[config.mk]
export PLATFORM = sky130hd
export DESIGN_NAME = lrss_controller
export DESIGN_NICKNAME = d
export VERILOG_FILES = /design/src/rtl/lrss_pkg.sv /design/src/rtl/lrss_controller.sv
export SDC_FILE = /design/constraint.sdc
export NUM_CORES = 1
export LEC_CHECK = 0
export BUFFER_PORTS_ARGS = -buffer_cell sky130_fd_sc_hd__buf_2
export CAP_MARGIN = 25
export CORE_AREA = 4 4 173 175
export CTS_CLUSTER_SIZE = 12
export DETAILED_ROUTE_END_ITERATION = 6
export DIE_AREA = 0 0 177 179
export PLACE_DENSITY = 0.67
export RECOVER_POWER = 25
export SKIP_CTS_REPAIR_TIMING = 1
export SKIP_LAST_GASP = 1
export SLEW_MARGIN = 10
export SYNTH_ARGS = -nofsm -noshare
export SYNTH_HDL_FRONTEND = slang
export SYNTH_SLANG_ARGS = --single-unit
[constraint.sdc]
create_clock -name clk -period 8.7 [get_ports clk]
set_clock_uncertainty 0.1 [all_clocks]
set_input_delay 2.61 -clock clk [delete_from_list [all_inputs] [get_ports clk]]
set_output_delay 2.61 -clock clk [all_outputs]
set_load 0.01 [all_outputs]
[src/rtl/lrss_pkg.sv]
// Shared types and constants for the loco refresh slot scheduler.
// No dependencies; used by every module of the block but the divider.
package lrss_pkg;

    localparam int SLOT_COUNT = 128;
    localparam int SLOT_W     = $clog2(SLOT_COUNT);
    localparam int CNT_W      = $clog2(SLOT_COUNT + 1);

    localparam logic [2:0] MODE_TICK  = 3'd0;
    localparam logic [2:0] MODE_LOCO  = 3'd1;
    localparam logic [2:0] MODE_FUNC  = 3'd2;
    localparam logic [2:0] MODE_PON   = 3'd3;
    localparam logic [2:0] MODE_POFF  = 3'd4;
    localparam logic [2:0] MODE_SHORT = 3'd5;

    localparam logic [3:0] PK_IDLE  = 4'd0;
    localparam logic [3:0] PK_S128  = 4'd1;
    localparam logic [3:0] PK_S28   = 4'd2;
    localparam logic [3:0] PK_S14   = 4'd3;
    localparam logic [3:0] PK_FG1   = 4'd4;
    localparam logic [3:0] PK_FG2   = 4'd5;
    localparam logic [3:0] PK_FG3   = 4'd6;
    localparam logic [3:0] PK_FG4   = 4'd7;
    localparam logic [3:0] PK_FG5   = 4'd8;
    localparam logic [3:0] PK_POWER = 4'd9;

    localparam logic [15:0] TIMEOUT_RESET = 16'd8000;
    localparam logic [7:0]  SHORT_RESET   = 8'd10;
    localparam logic [7:0]  PCT_DIV       = 8'd100;
    localparam logic [6:0]  SPEED_MAX     = 7'd127;
    localparam logic [7:0]  COUNT_MAX     = 8'hFF;

    localparam int REG_TIMEOUT = 0;
    localparam int REG_SHORT   = 1;

    typedef struct packed {
        logic [2:0]  mode;
        logic [31:0] now_ms;
        logic [13:0] loco_address;
        logic        long_protocol;
        logic [15:0] speed_request;
        logic        speed_is_percent;
        logic [14:0] speed_max;
        logic [7:0]  step_count;
        logic        direction;
        logic [28:0] function_bits;
        logic [2:0]  function_group;
        logic        short_sense;
    } item_t;

    // One slot entry as held in the slot memory.
    typedef struct packed {
        logic [13:0] address;
        logic [2:0]  flags;
        logic [6:0]  speed;
        logic [6:0]  prev_speed;
        logic [7:0]  steps;
        logic [28:0] fbits;
        logic [3:0]  changed;
        logic [3:0]  active;
        logic [31:0] stamp;
    } slot_t;

    typedef struct packed {
        logic [3:0]  kind;
        logic [13:0] address;
        logic        long_addr;
        logic [6:0]  speed;
        logic        dir;
        logic        lights;
        logic [28:0] fbits;
        logic        power;
        logic        last;
    } result_t;

    // Commands from the controller to the datapath.
    typedef struct packed {
        logic        clear_step;  // write zero to entry clr_idx
        logic        rd_en;       // read entry rd_idx
        logic        div_start;
        logic        commit;      // apply update to looked-up slot
        logic        refresh;     // apply refresh update to slot
        logic        purge;
    } cmd_t;

    typedef struct packed {
        logic        div_busy;
        logic        hit;         // current read entry matches or is empty
        logic        empty;       // current read entry has address 0
        logic        fresh;       // speed unchanged and no changed group
        logic        expired;
    } sts_t;

endpackage

[src/rtl/lrss_controller.sv]
// Sequencing state machine: clearing pass, slot search, refresh, power and short state, results.
// Depends on lrss_pkg.
module lrss_controller
(
    input  logic                        clk,
    input  logic                        rst_n,
    input  logic                        in_valid,
    output logic                        in_ready,
    input  lrss_pkg::item_t             item_in,
    output lrss_pkg::item_t             item,
    input  lrss_pkg::sts_t              sts,
    input  lrss_pkg::slot_t             slot_q,
    input  logic [7:0]                  short_limit,
    output lrss_pkg::cmd_t              cmd,
    output logic [lrss_pkg::SLOT_W-1:0] clr_idx,
    output logic [lrss_pkg::SLOT_W-1:0] rd_idx,
    output logic                        out_valid,
    input  logic                        out_ready,
    output lrss_pkg::result_t           result
);

    localparam logic [3:0] S_CLEAR  = 4'd0;
    localparam logic [3:0] S_IDLE   = 4'd1;
    localparam logic [3:0] S_READ   = 4'd2;
    localparam logic [3:0] S_CHECK  = 4'd3;
    localparam logic [3:0] S_DIV    = 4'd4;
    localparam logic [3:0] S_COMMIT = 4'd5;
    localparam logic [3:0] S_RCHECK = 4'd6;
    localparam logic [3:0] S_EMIT1  = 4'd7;
    localparam logic [3:0] S_EMIT2  = 4'd8;
    localparam logic [3:0] S_DIVW   = 4'd9;

    logic [3:0] state_reg, state_next;
    logic [lrss_pkg::CNT_W-1:0] cnt_reg, cnt_next;
    logic [lrss_pkg::SLOT_W-1:0] rix_reg, rix_next;
    logic power_reg, power_next;
    logic [7:0] scount_reg, scount_next;
    logic seen_reg, seen_next;
    lrss_pkg::item_t item_reg;
    logic ovalid_reg, ovalid_next;
    lrss_pkg::result_t res_reg, res_next;
    logic accept;
    logic last_slot;
    logic [3:0] gkind;

    assign in_ready  = (state_reg == S_IDLE) && !ovalid_reg;
    assign accept    = in_valid && in_ready;
    assign item      = item_reg;
    assign out_valid = ovalid_reg;
    assign result    = res_reg;
    assign clr_idx   = cnt_reg[lrss_pkg::SLOT_W-1:0];
    assign last_slot = (cnt_reg == lrss_pkg::CNT_W'(lrss_pkg::SLOT_COUNT - 1));

    always_comb
    begin
        unique case (slot_q.active)
            4'd1:        gkind = lrss_pkg::PK_FG1;
            4'd2:        gkind = lrss_pkg::PK_FG2;
            4'd3:        gkind = lrss_pkg::PK_FG3;
            4'd4, 4'd5:  gkind = lrss_pkg::PK_FG4;
            default:     gkind = lrss_pkg::PK_FG5;
        endcase
    end

    always_comb
    begin
        state_next  = state_reg;
        cnt_next    = cnt_reg;
        rix_next    = rix_reg;
        power_next  = power_reg;
        scount_next = scount_reg;
        seen_next   = seen_reg;
        ovalid_next = ovalid_reg && !out_ready;
        res_next    = res_reg;
        cmd         = '0;
        rd_idx      = cnt_reg[lrss_pkg::SLOT_W-1:0];
        unique case (state_reg)
            S_CLEAR:
            begin
                cmd.clear_step = 1'b1;
                cnt_next = cnt_reg + 1'b1;
                if (last_slot)
                    state_next = S_IDLE;
            end
            S_IDLE:
            begin
                if (accept)
                begin
                    cnt_next = '0;
                    unique case (item_in.mode)
                        lrss_pkg::MODE_TICK:
                            if (power_reg)
                                state_next = S_READ;
                        lrss_pkg::MODE_LOCO, lrss_pkg::MODE_FUNC:
                            state_next = S_READ;
                        lrss_pkg::MODE_PON, lrss_pkg::MODE_POFF:
                        begin
                            power_next  = (item_in.mode == lrss_pkg::MODE_PON);
                            res_next    = '0;
                            res_next.kind  = lrss_pkg::PK_POWER;
                            res_next.power = power_next;
                            res_next.last  = 1'b1;
                            ovalid_next = 1'b1;
                        end
                        lrss_pkg::MODE_SHORT:
                            if (power_reg)
                            begin
                                if (item_in.short_sense)
                                begin
                                    if (seen_reg && scount_reg > short_limit)
                                    begin
                                        scount_next = '0;
                                        seen_next   = 1'b0;
                                        power_next  = 1'b0;
                                        res_next    = '0;
                                        res_next.kind = lrss_pkg::PK_POWER;
                                        res_next.last = 1'b1;
                                        ovalid_next = 1'b1;
                                    end
                                    else
                                    begin
                                        if (scount_reg != lrss_pkg::COUNT_MAX)
                                            scount_next = scount_reg + 8'd1;
                                        seen_next = 1'b1;
                                    end
                                end
                                else
                                begin
                                    scount_next = '0;
                                    seen_next   = 1'b0;
                                end
                            end
                        default: ;
                    endcase
                end
            end
            S_READ:
            begin
                cmd.rd_en = 1'b1;
                if (item_reg.mode == lrss_pkg::MODE_TICK)
                begin
                    rd_idx     = rix_reg;
                    state_next = S_RCHECK;
                end
                else
                    state_next = S_CHECK;
            end
            S_CHECK:
            begin
                if (sts.hit)
                begin
                    if (item_reg.mode == lrss_pkg::MODE_LOCO)
                    begin
                        cmd.div_start = 1'b1;
                        state_next    = S_DIVW;
                    end
                    else
                        state_next = S_COMMIT;
                end
                else if (last_slot)
                    state_next = S_IDLE;
                else
                begin
                    cnt_next   = cnt_reg + 1'b1;
                    state_next = S_READ;
                end
            end
            S_DIVW:
                state_next = S_DIV;
            S_DIV:
                if (!sts.div_busy)
                    state_next = S_COMMIT;
            S_COMMIT:
            begin
                cmd.commit = 1'b1;
                state_next = S_IDLE;
            end
            S_RCHECK:
            begin
                if (sts.empty)
                begin
                    if (rix_reg == '0)
                    begin
                        res_next       = '0;
                        res_next.kind  = lrss_pkg::PK_IDLE;
                        res_next.power = power_reg;
                        res_next.last  = 1'b1;
                        ovalid_next    = 1'b1;
                    end
                    rix_next   = '0;
                    state_next = S_IDLE;
                end
                else if (sts.fresh && sts.expired)
                begin
                    cmd.purge  = 1'b1;
                    rix_next   = rix_reg + 1'b1;
                    state_next = S_IDLE;
                end
                else
                begin
                    cmd.refresh = !sts.fresh;
                    state_next  = S_EMIT1;
                end
            end
            S_EMIT1:
            begin
                if (!ovalid_reg)
                begin
                    res_next.kind = (slot_q.steps == 8'd128) ? lrss_pkg::PK_S128 :
                                    (slot_q.steps == 8'd28)  ? lrss_pkg::PK_S28 :
                                                               lrss_pkg::PK_S14;
                    res_next.address   = slot_q.address;
                    res_next.long_addr = slot_q.flags[1];
                    res_next.speed     = slot_q.speed;
                    res_next.dir       = slot_q.flags[0];
                    res_next.lights    = slot_q.flags[2];
                    res_next.fbits     = slot_q.fbits;
                    res_next.power     = power_reg;
                    res_next.last      = slot_q.active[3] || slot_q.active == 4'd0;
                    ovalid_next        = 1'b1;
                    if (res_next.last)
                    begin
                        rix_next   = rix_reg + 1'b1;
                        state_next = S_IDLE;
                    end
                    else
                        state_next = S_EMIT2;
                end
            end
            S_EMIT2:
            begin
                if (!ovalid_reg || out_ready)
                begin
                    res_next.kind = gkind;
                    res_next.last = 1'b1;
                    ovalid_next   = 1'b1;
                    rix_next      = rix_reg + 1'b1;
                    state_next    = S_IDLE;
                end
            end
            default:
                state_next = S_IDLE;
        endcase
    end

    always_ff @(posedge clk or negedge rst_n)
    begin
        if (!rst_n)
        begin
            state_reg  <= S_CLEAR;
            cnt_reg    <= '0;
            rix_reg    <= '0;
            power_reg  <= 1'b0;
            scount_reg <= '0;
            seen_reg   <= 1'b0;
            ovalid_reg <= 1'b0;
        end
        else
        begin
            state_reg  <= state_next;
            cnt_reg    <= cnt_next;
            rix_reg    <= rix_next;
            power_reg  <= power_next;
            scount_reg <= scount_next;
            seen_reg   <= seen_next;
            ovalid_reg <= ovalid_next;
        end
    end

    always_ff @(posedge clk)
    begin
        res_reg <= res_next;
        if (accept)
            item_reg <= item_in;
    end

endmodule

==> results.md, run 1 <==
- Initial standard-cell utilization of the core: 29.5%
- CP top delay family: simple AND/OR/NAND/NOR gates
- Fraction of registers with async set/reset: between 10% and 20%
- Peak VDD IR: 122 µV
- Worst setup path endpoint: cmd[3]
- Top cell type's share of synthesized area: about two thirds
- Total standard cell area after synthesis: 8390 µm²
- Via count of the first global-routing pass: 6,010
- Critical Path Max Stage Delay: 0.19 ns
- TritonCTS clock tree: done
- Critical-path maximum fanout: 3
- Total number of vias: between 6,000 and 7,000
- Flip-flop count of the largest register after layout: between 100 and 150
- Proportion of layout cells with a drive suffix above 1: 45.6%
- Buf+Inv Stages, Crit Path: 2
- Iteration-0 DRC count of the detailed router: 350
- Remaining global-route overflow: 0
- Vert. Die Dim: 179 µm
- Total Power: 0.00299 W
- Count of cell types in the netlist: 55
- Root Buffer: sky130_fd_sc_hd__clkbuf_16
- Dominant register cell in the synthesized netlist: sky130_fd_sc_hd__edfxtp_1
- Leading cell type by number of instances after synthesis: sky130_fd_sc_hd__edfxtp_1
- Global-route usage over all layers: 14.6%
- Sequential cell area: 6250 µm²
- Critical Path Sink Type: output pin
- Final hold violations: 0
- Area grow syn2layout: 38.2%
- Global-route wire length before repair: approximately 35 mm
- Count of mapped cells out of synthesis: 570
- Count of unresolved DRC violations after routing: 0
- Number of enable flip-flop cells after synthesis: 183
- HPWL reported at the end of detailed placement: 19.8 mm
- H-tree lvl count: 1
- RSZ-0062 raised after global routing: no
- Bufs on Longest Clock Path: 3
- Max-Slew Margin vs Limit: 30.3%
- Area of combinational cells with multiple inputs: 1950 µm²
- Sequential cell area fraction in the yosys report: 74.4%
- Core utilization of the finished layout: 40.7%
- Area of the core: 28,500 µm²
- Worst endpoint required time: 5.99 ns
- # diodes: 0
- CP Depth: 5
- List of most frequent post-synthesis cells: sky130_fd_sc_hd__edfxtp_1, sky130_fd_sc_hd__and2_1, sky130_fd_sc_hd__nor2_1
- Cell with the most instances on the worst path: sky130_fd_sc_hd__buf_2
- Pin count of the biggest net entering global routing: between 80 and 90
- DR pass1 iterations: 4
- Critical path class: input pin to output pin
- Max-cap check violation count: 0
- Setup slack on the worst flop-to-flop path: 5.09 ns
- Class of the most critical hold timing path: register to register
- Vias per cell: 4.46
- Power density over the cells: 258 nW/µm²
- Critical register-to-register path endpoint: item[46]
- Detailed-route wire length per cell: around 18 µm
- Number of nets with antenna violations after routing: 0
- Final period demand of the worst path: 6.07 ns
- Cell with the largest stage delay on the worst path: sky130_fd_sc_hd__buf_2
- Standard-cell row count: between 60 and 70
- R2R depth: 4
- Cell-by-cell trace of the critical path: buf_2, nand2_1, nor4_1, and2_1, buf_2
- Flip-flop and latch count after synthesis: 213
- Max frequency: 0.165 GHz
- Number of pins exceeding their max-slew limit in the final report: 0
- Die Outline Area: 31,700 µm²
- Run status: finished, final reports clean
- Die W: 177 µm
- Number of nets produced by synthesis: 831
- CP startpoint kind: input pin
- Final RePlAce weighted congestion: 0.778
- Avg Cell Area, Syn: about 15 µm²
- Number of sinks handled by clock tree synthesis: 213
- Yosys warning count: 0
- Pin slew with the least headroom to its limit: 1.05 ns
- Port-buffer cells: 410
- Arrival time reported for the critical path endpoint: 3.36 ns
- Number of antenna violations at the first check in global routing: 1
- Share of the clock period used by the worst path: 69.7%
- Insertion delay of the later-clocked pin in the worst-skew pair: 0.51 ns
- Source of the worst register-to-register timing path: state_reg[0]
- Leakage: 4.89 nW
- Final-report setup violation count: 0
- Final-stage net count: 1,249
- Fin Setup TNS: 0 ns
- Routed wire length: 25.3 mm
- Largest cells by area after synthesis: sky130_fd_sc_hd__edfxtp_1, sky130_fd_sc_hd__dfrtp_1, sky130_fd_sc_hd__and2_1
- Clock transition at the registers of the reported paths: 0.06 ns
- Fillers: 2,717
- Inserted Clock Buffers: 25
- Cell taking the most area after synthesis: sky130_fd_sc_hd__edfxtp_1
- Startpoint of the worst setup timing path: sts[3]
- Count of pins on the block boundary: 454
## placed cells by master (no fill, tap or decap), drive strengths merged, types with 6 or more instances in the layout
cell      n
nor2b     6
nor3      9
and2     54
dfrtp    30
inv      19
ha       12
clkinv   11
a21oi    17
nor2     37
nand3    15
or3       6
nand4     6
buf     410
o21ai    30
xnor2     6
and3      6
nor4      6
edfxtp  183
nand2b   12
nand2    33
clkbuf   34
## report_power, final
group          total, W  internal, W  switching (W)
clock network  0.000975     0.000580       0.000396
logic          0.000609     0.000220       0.000388
registers       0.00141      0.00131       0.000100
## logic make-up (layout without fill, tap and decap cells)
| kind of cell | after synthesis | after routing | synth area share (%) |
|---|---|---|---|
| DFF | 213 | 213 | 74.4 |
| buffers and inverters | 43 | 477 | 2.43 |
| adders and majority gates | 12 | 12 | 1.79 |
| AOI/OAI and AO/OA | 79 | 79 | 5.98 |
| xor gates and xnor gates | 11 | 11 | 1.15 |
| and+or+nand+nor | 207 | 207 | 13.5 |
| muxes | 5 | 5 | 0.671 |
## worst min-delay path by stage
stage	start	to	slack, ns	cells past startpoint
final	seen_reg	seen_reg	0.39	2
after global routing	seen_reg	seen_reg	0.48	2
after CTS	seen_reg	seen_reg	0.39	2
after detailed placement	seen_reg	seen_reg	0.38	2
after global placement	seen_reg	seen_reg	0.37	2
after floorplan	seen_reg	seen_reg	0.34	2
## stage by stage
stage	instances	cell area (µm²)	setup WS [ns]	hold WS (ns)
detailed placement	1344	10800	2.61	0.379
global route	1388	11600	2.52	0.484
CTS	1387	11600	2.61	0.392
finish	1388	11600	2.63	0.385
global placement	1344	10800	2.61	0.371
floorplan	570	8390	1.56	0.344
## final cells by class
| class | count | area share, % |
|---|---|---|
| clock buffers | 28 | 5.49 |
| clock inverters | 15 | 1.05 |
| inverters | 18 | 0.583 |
| multi-input cells | 314 | 16.8 |
| flip-flops and latches | 213 | 53.9 |
| well taps | 384 | 4.14 |
| repair buffers | 416 | 18.0 |
## worst reg2reg max path, stage by stage, from the launching register on
cell                      delay, ns
sky130_fd_sc_hd__dfrtp_1       0.79
sky130_fd_sc_hd__or4b_4        0.64
sky130_fd_sc_hd__nor2_4        0.14
sky130_fd_sc_hd__buf_4         0.53
sky130_fd_sc_hd__buf_4         0.93
## layer usage
metal | vias to the layer above | part of all wire [%] | GRT usage (%)
met5 | - | 0.051 | 0
met4 | 2 | 2.2 | 4.26
met2 | 277 | 53 | 26.7
met1 | 2923 | 36 | 16.4
li1 | 2948 | - | -
met3 | 34 | 9.4 | 4.32
Power figures use the tool's default switching activity.
==> inputs of run 2 (changes only) <==
- clock period: 8.7 -> 6 ns (I/O delays scaled with it)
==> results.md, run 2 (synthesis results as in run 1) <==
- Flip-flop count of the largest register after layout: 124 (unchanged)
- Class of the most critical hold timing path: register to register
- Startpoint of the worst setup timing path: sts[3]
- Post-route non-filler standard cell count: 1,387 (-0.072%)
- DR pass1 iterations: 4 (unchanged)
- Final-stage net count: 1,247 (-0.16%)
- Fillers: 2,720 (+0.11%)
- Port-buffer cells: 410 (unchanged)
- Vert. Die Dim: 179 µm (unchanged)
- Final-report setup violation count: 0 (unchanged)
- Number of antenna violations at the first check in global routing: 6 (+5)
- Proportion of total power due to net switching: 29.2% (-0.37 points)
- Inserted Clock Buffers: 24 (-4.0%)
- Int Power: 0.00309 W (+47%)
- Final period demand of the worst path: 4.46 ns
- Arrival time reported for the critical path endpoint: 2.56 ns (-0.80 ns)
- Source of the worst register-to-register timing path: state_reg[0]
- Final hold violations: 0 (unchanged)
- Root Buffer: sky130_fd_sc_hd__clkbuf_16
- Clock transition at the registers of the reported paths: 0.06 ns (about the same)
- Area of the core: 28,500 µm² (unchanged)
- Number of pins exceeding their max-slew limit in the final report: 86 (+86)
- Number of nets with antenna violations after routing: 0 (unchanged)
- Via count of the first global-routing pass: 5,882 (-2.1%)
- Count of unresolved DRC violations after routing: 0 (unchanged)
- RSZ-0062 raised after global routing: no
- Most common cell after layout, fill and taps aside: sky130_fd_sc_hd__buf_2
- Max-cap check violation count: 2 (+2)
- Fin Setup TNS: 0 ns (unchanged)
- Min-delay src: seen_reg
- TritonCTS clock tree: done
- Bufs on Longest Clock Path: 3 (unchanged)
- Detailed-route wire length per cell: 19.0 µm (+4.0%)
- Part of the power in combinational logic: 20.3% (about the same)
- Pin count of the biggest net entering global routing: 80 (-5.9%)
- Standard cell area after detailed placement: 10,800 µm² (about the same)
- Max frequency: 0.224 GHz
- Part of the power in registers: 46.7% (-0.3 points)
- Global-route wire length before repair: 35.9 mm (+1.6%)
- Iteration-0 DRC count of the detailed router: 333 (-4.9%)
- Die W: 177 µm (unchanged)
- Leakage: 4.86 nW (-0.68%)
- Critical-path maximum fanout: 3 (unchanged)
- Final critical-path setup slack: 1.54 ns (-1.09 ns)
- Initial standard-cell utilization of the core: 29.5% (unchanged)
- Max-Slew Margin vs Limit: -28.5% (-59 points)
- Total number of vias: 6,176 (-0.13%)
- Critical path class: input pin to output pin
- H-tree lvl count: 1 (unchanged)
- Post-placement worst setup slack: 1.37 ns (-1.24 ns)
- Global-route usage over all layers: 15.0% (+0.45 points)
- Violated checks: capacitance limit, slew limit
- Standard-cell row count: 62 (unchanged)
- Run status: finished with violations
- Most frequent cells in the layout: sky130_fd_sc_hd__buf_2, sky130_fd_sc_hd__edfxtp_1, sky130_fd_sc_hd__and2_1, sky130_fd_sc_hd__nor2_1, sky130_fd_sc_hd__nand2_1
- Proportion of layout cells with a drive suffix above 1: 44.2% (-1.4 points)
- Relative contribution of the clock network to total power: 33.0% (+0.4 points)
- Summed area of non-filler cells in the final layout: 11,600 µm² (-0.12%)
- Share of the clock period used by the worst path: 74.3%
- Die Outline Area: 31,700 µm² (unchanged)
- Count of pins on the block boundary: 454 (unchanged)
- Sw Pwr: 0.00127 W (+44%)
- Final RePlAce weighted congestion: 0.773 (-0.69%)
- Critical Path Sink Type: output pin
- Vias per cell: 4.45 (about the same)
- Area grow syn2layout: 38.0%
- Insertion delay of the later-clocked pin in the worst-skew pair: 0.51 ns (about the same)
- Pin slew with the least headroom to its limit: 1.93 ns (+0.882 ns)
- Routed wire length: 26.3 mm (+4.0%)
- Power density over the cells: 377 nW/µm² (+46%)
- Setup slack on the worst flop-to-flop path: 2.38 ns (-2.71 ns)
- HPWL reported at the end of detailed placement: 20.7 mm (+4.6%)
- Remaining global-route overflow: 0 (unchanged)
- Total placed cells including tap cells: 1,343 (-0.074%)
- Worst endpoint required time: 4.10 ns (-1.89 ns)
- Number of sinks handled by clock tree synthesis: 213 (unchanged)
- CP startpoint kind: input pin
- Peak VDD IR: 172 µV (+40%)
run 2: cell types whose count changed in the layout (fill, tap and decap cells not counted):
cell,before,now
sky130_fd_sc_hd__clkbuf_1,8,25
sky130_fd_sc_hd__buf_2,405,389
sky130_fd_sc_hd__and2_0,7,0
sky130_fd_sc_hd__and2_1,47,54
sky130_fd_sc_hd__clkinv_1,8,3
sky130_fd_sc_hd__clkinv_2,3,6
sky130_fd_sc_hd__diode_2,0,3
sky130_fd_sc_hd__buf_4,5,3
sky130_fd_sc_hd__bufinv_16,2,3
sky130_fd_sc_hd__clkinvlp_4,1,0
sky130_fd_sc_hd__inv_6,1,0
run 2: final cells by class:
class,instances,area [µm²],area share [%]
Antenna cell,3,7.51,0.0648
Clock buffer,28,637,5.50
Clock inverter,12,131,1.13
Inverter,18,67.6,0.584
Multi-Input combinational cell,314,1950,16.9
Sequential cell,213,6250,53.9
Tap cell,384,480,4.15
Timing Repair Buffer,415,2060,17.8
run 2: power by group through the flow:
stage,Clock (W),Combinational [W],Sequential [W]
6_report,0.00144,0.000885,0.00204
5_1_grt,0.00155,0.000977,0.00207
4_1_cts,0.00149,0.000899,0.00204
3_5_place_dp,0,0.000898,0.00207
3_3_place_gp,0,0.000889,0.00206
2_1_floorplan,0,0.000446,0.00211
run 2: worst paths after layout:
check,endpoint,depth (start not counted)
max,cmd[3],5
min,seen_reg,2
max reg2reg,item[48],4
min reg2reg,seen_reg,2
max in group asynchronous,cnt_reg[5],1
min in group asynchronous,scount_reg[4],1
run 2: through the flow:
| stage | util (%) | power, W | hold slack (ns) |
|---|---|---|---|
| 2_1_floorplan | - | 0.00256 | 0.344 |
| 3_3_place_gp | 38.0 | 0.00295 | 0.366 |
| 3_5_place_dp | 38.0 | 0.00297 | 0.380 |
| 4_1_cts | 40.7 | 0.00443 | 0.394 |
| 5_1_grt | 40.7 | 0.00459 | 0.405 |
| 6_report | 40.7 | 0.00437 | 0.393 |
run 2: worst max-delay path, stage by stage:
cell	delay (ns)
sky130_fd_sc_hd__buf_2	0.14
sky130_fd_sc_hd__nand2_1	0.07
sky130_fd_sc_hd__nor4_1	0.18
sky130_fd_sc_hd__and2_1	0.18
sky130_fd_sc_hd__buf_2	0.18
run 2: routing by layer:
metal	vias up	part of all wire, %	global-route usage, %
li1	2943	-	-
met1	2930	35	16.0
met2	266	55	28.7
met3	35	8.9	4.41
met4	2	1.6	4.13
met5	-	0.042	0
==> inputs of run 3 (changes only) <==
- clock period: 6 -> 4.65 ns (I/O delays scaled with it)
==> results.md, run 3 (synthesis results as in run 1) <==
- Run status: finished with violations
- Violated checks: capacitance limit, slew limit
- Sequential cell area: 6250 µm² (unchanged)
- Count of unresolved DRC violations after routing: 0 (unchanged)
- Critical path class: register to output pin
- Final-stage net count: 1,248 (+0.080%)
- Post-placement worst setup slack: 0.977 ns (-0.397 ns)
- Clock transition at the registers of the reported paths: 0.06 ns (about the same)
- HPWL reported at the end of detailed placement: 20.7 mm (-0.13%)
- Worst endpoint required time: 3.15 ns (-0.95 ns)
- Initial standard-cell utilization of the core: 29.5% (unchanged)
- Leakage: 4.85 nW (-0.22%)
- Routed wire length: 26.2 mm (-0.23%)
- Area grow syn2layout: 38.0% (unchanged)
- Cell with the largest stage delay on the worst path: sky130_fd_sc_hd__dfrtp_1
- Class of the most critical hold timing path: register to register
- Iteration-0 DRC count of the detailed router: 341 (+2.4%)
- Total number of vias: 6,232 (+0.91%)
- Critical Path Sink Type: output pin
- Critical Path Max Stage Delay: 0.74 ns (+0.56 ns)
- TritonCTS clock tree: done
- Area of combinational cells with multiple inputs: 1950 µm² (unchanged)
- Final hold violations: 0 (unchanged)
- Insertion delay of the later-clocked pin in the worst-skew pair: 0.51 ns (about the same)
- Global-route wire length before repair: 36.2 mm (+0.58%)
- Count of pins on the block boundary: 454 (unchanged)
- Number of sinks handled by clock tree synthesis: 213 (unchanged)
- Number of nets with antenna violations after routing: 0 (unchanged)
- Flip-flop count of the largest register after layout: 124 (unchanged)
- Die Outline Area: 31,700 µm² (unchanged)
- Final critical-path setup slack: 0.649 ns (-0.892 ns)
- Pin count of the biggest net entering global routing: 113 (+41%)
- RSZ-0062 raised after global routing: no
- Final period demand of the worst path: between 4 and 5 ns
- Summed area of non-filler cells in the final layout: 11,600 µm² (unchanged)
- Post-route non-filler standard cell count: 1,386 (-0.072%)
- Fillers: 2,733 (+0.48%)
- Max-Slew Margin vs Limit: -18.3% (+10 points)
- Bufs on Longest Clock Path: 3 (unchanged)
- Buf+Inv Stages, Crit Path: 1 (-1)
- Number of pins exceeding their max-slew limit in the final report: 86 (unchanged)
- Vert. Die Dim: 179 µm (unchanged)
- Global-route usage over all layers: 15.1% (+0.071 points)
- Final RePlAce weighted congestion: 0.780 (+0.94%)
- Root Buffer: sky130_fd_sc_hd__clkbuf_16
- Area of the core: 28,500 µm² (unchanged)
- Peak VDD IR: 245 µV (+43%)
- Standard-cell row count: 62 (unchanged)
- Arrival time reported for the critical path endpoint: 2.51 ns (-0.05 ns)
- Vias per cell: 4.50 (+0.98%)
- Detailed-route wire length per cell: 18.9 µm (-0.16%)
- Most frequent cells in the layout: sky130_fd_sc_hd__buf_2, sky130_fd_sc_hd__edfxtp_1, sky130_fd_sc_hd__and2_1, sky130_fd_sc_hd__nor2_1, sky130_fd_sc_hd__nand2_1
- Total placed cells including tap cells: 1,345 (+0.15%)
- DR pass1 iterations: 5 (+1)
- Inserted Clock Buffers: 24 (unchanged)
- Fin Setup TNS: 0 ns (unchanged)
- Most common cell after layout, fill and taps aside: sky130_fd_sc_hd__buf_2
- CP top delay family: simple AND/OR/NAND/NOR gates
- Hold_ws: 0.400 ns (+0.00637 ns)
- Number of antenna violations at the first check in global routing: 7 (+1)
- Max frequency: 0.250 GHz
- Standard cell area after detailed placement: 10,900 µm² (+0.37%)
- Via count of the first global-routing pass: 6,060 (+3.0%)
- H-tree lvl count: 1 (unchanged)
- Critical-path maximum fanout: 19 (+16)
- Cell-by-cell trace of the critical path: nand2_1, or3_1, mux2_2, buf_2
- Max-cap check violation count: 2 (unchanged)
- CP startpoint kind: register
- Final-report setup violation count: 0 (unchanged)
- Proportion of layout cells with a drive suffix above 1: 44.2% (unchanged)
- Share of the clock period used by the worst path: 86.0%
- Die W: 177 µm (unchanged)
- Pin slew with the least headroom to its limit: 1.77 ns (-0.153 ns)
- Power density over the cells: 481 nW/µm² (+28%)
- Remaining global-route overflow: 0 (unchanged)
- Port-buffer cells: 410 (unchanged)
[run 3: stage by stage]
stage          total power, W  utilization, %
2_1_floorplan         0.00330               -
3_3_place_gp          0.00382            38.2
3_5_place_dp          0.00384            38.2
4_1_cts               0.00566            40.8
5_1_grt               0.00586            40.7
6_report              0.00558            40.7
[run 3: report_power, final]
part           internal (W)  total, W  switching, W  leakage (nW)
Clock               0.00105   0.00179      0.000740         0.357
Combinational      0.000423   0.00115      0.000732          2.40
Sequential          0.00244   0.00263      0.000188          2.09
Total               0.00391   0.00558       0.00166          4.85
[run 3: tightest hold or removal path, delay by kind of cell (launching register included)]
kind               cells  cell delay (ns)
DFF                    1             0.35
AOI/OAI and AO/OA      1             0.06
and+or+nand+nor        1             0.05
[run 3: final cells by class]
| cell class | count | area share [%] |
|---|---|---|
| sequential | 213 | 53.9 |
| inverter | 18 | 0.584 |
| multi-input combinational | 314 | 16.9 |
| clock inverter | 11 | 1.03 |
| tap | 384 | 4.15 |
| antenna | 2 | 0.0432 |
| timing repair buffer | 416 | 18.1 |
| clock buffer | 28 | 5.32 |
[run 3: final timing paths]
check	end	slack, ns	from	cells after the start
worst max-delay path	rd_idx[6]	0.65	state_reg[1]	4
worst min register to register	seen_reg	0.40	seen_reg	2
min in group asynchronous	scount_reg[1]	1.21	rst_n	1
worst max register to register	result[22]	1.41	state_reg[0]	6
worst min-delay path	seen_reg	0.40	seen_reg	2
max in group asynchronous	rix_reg[2]	2.28	rst_n	1
[run 3: layer usage]
layer / vias up / GRT usage (%) / wire length [µm]
met4: 4 / 4.00 / 574
met1: 2977 / 16.2 / 9050
met3: 43 / 4.22 / 2140
met2: 268 / 29.0 / 14500
li1: 2940 / - / -
met5: - / 0 / 22
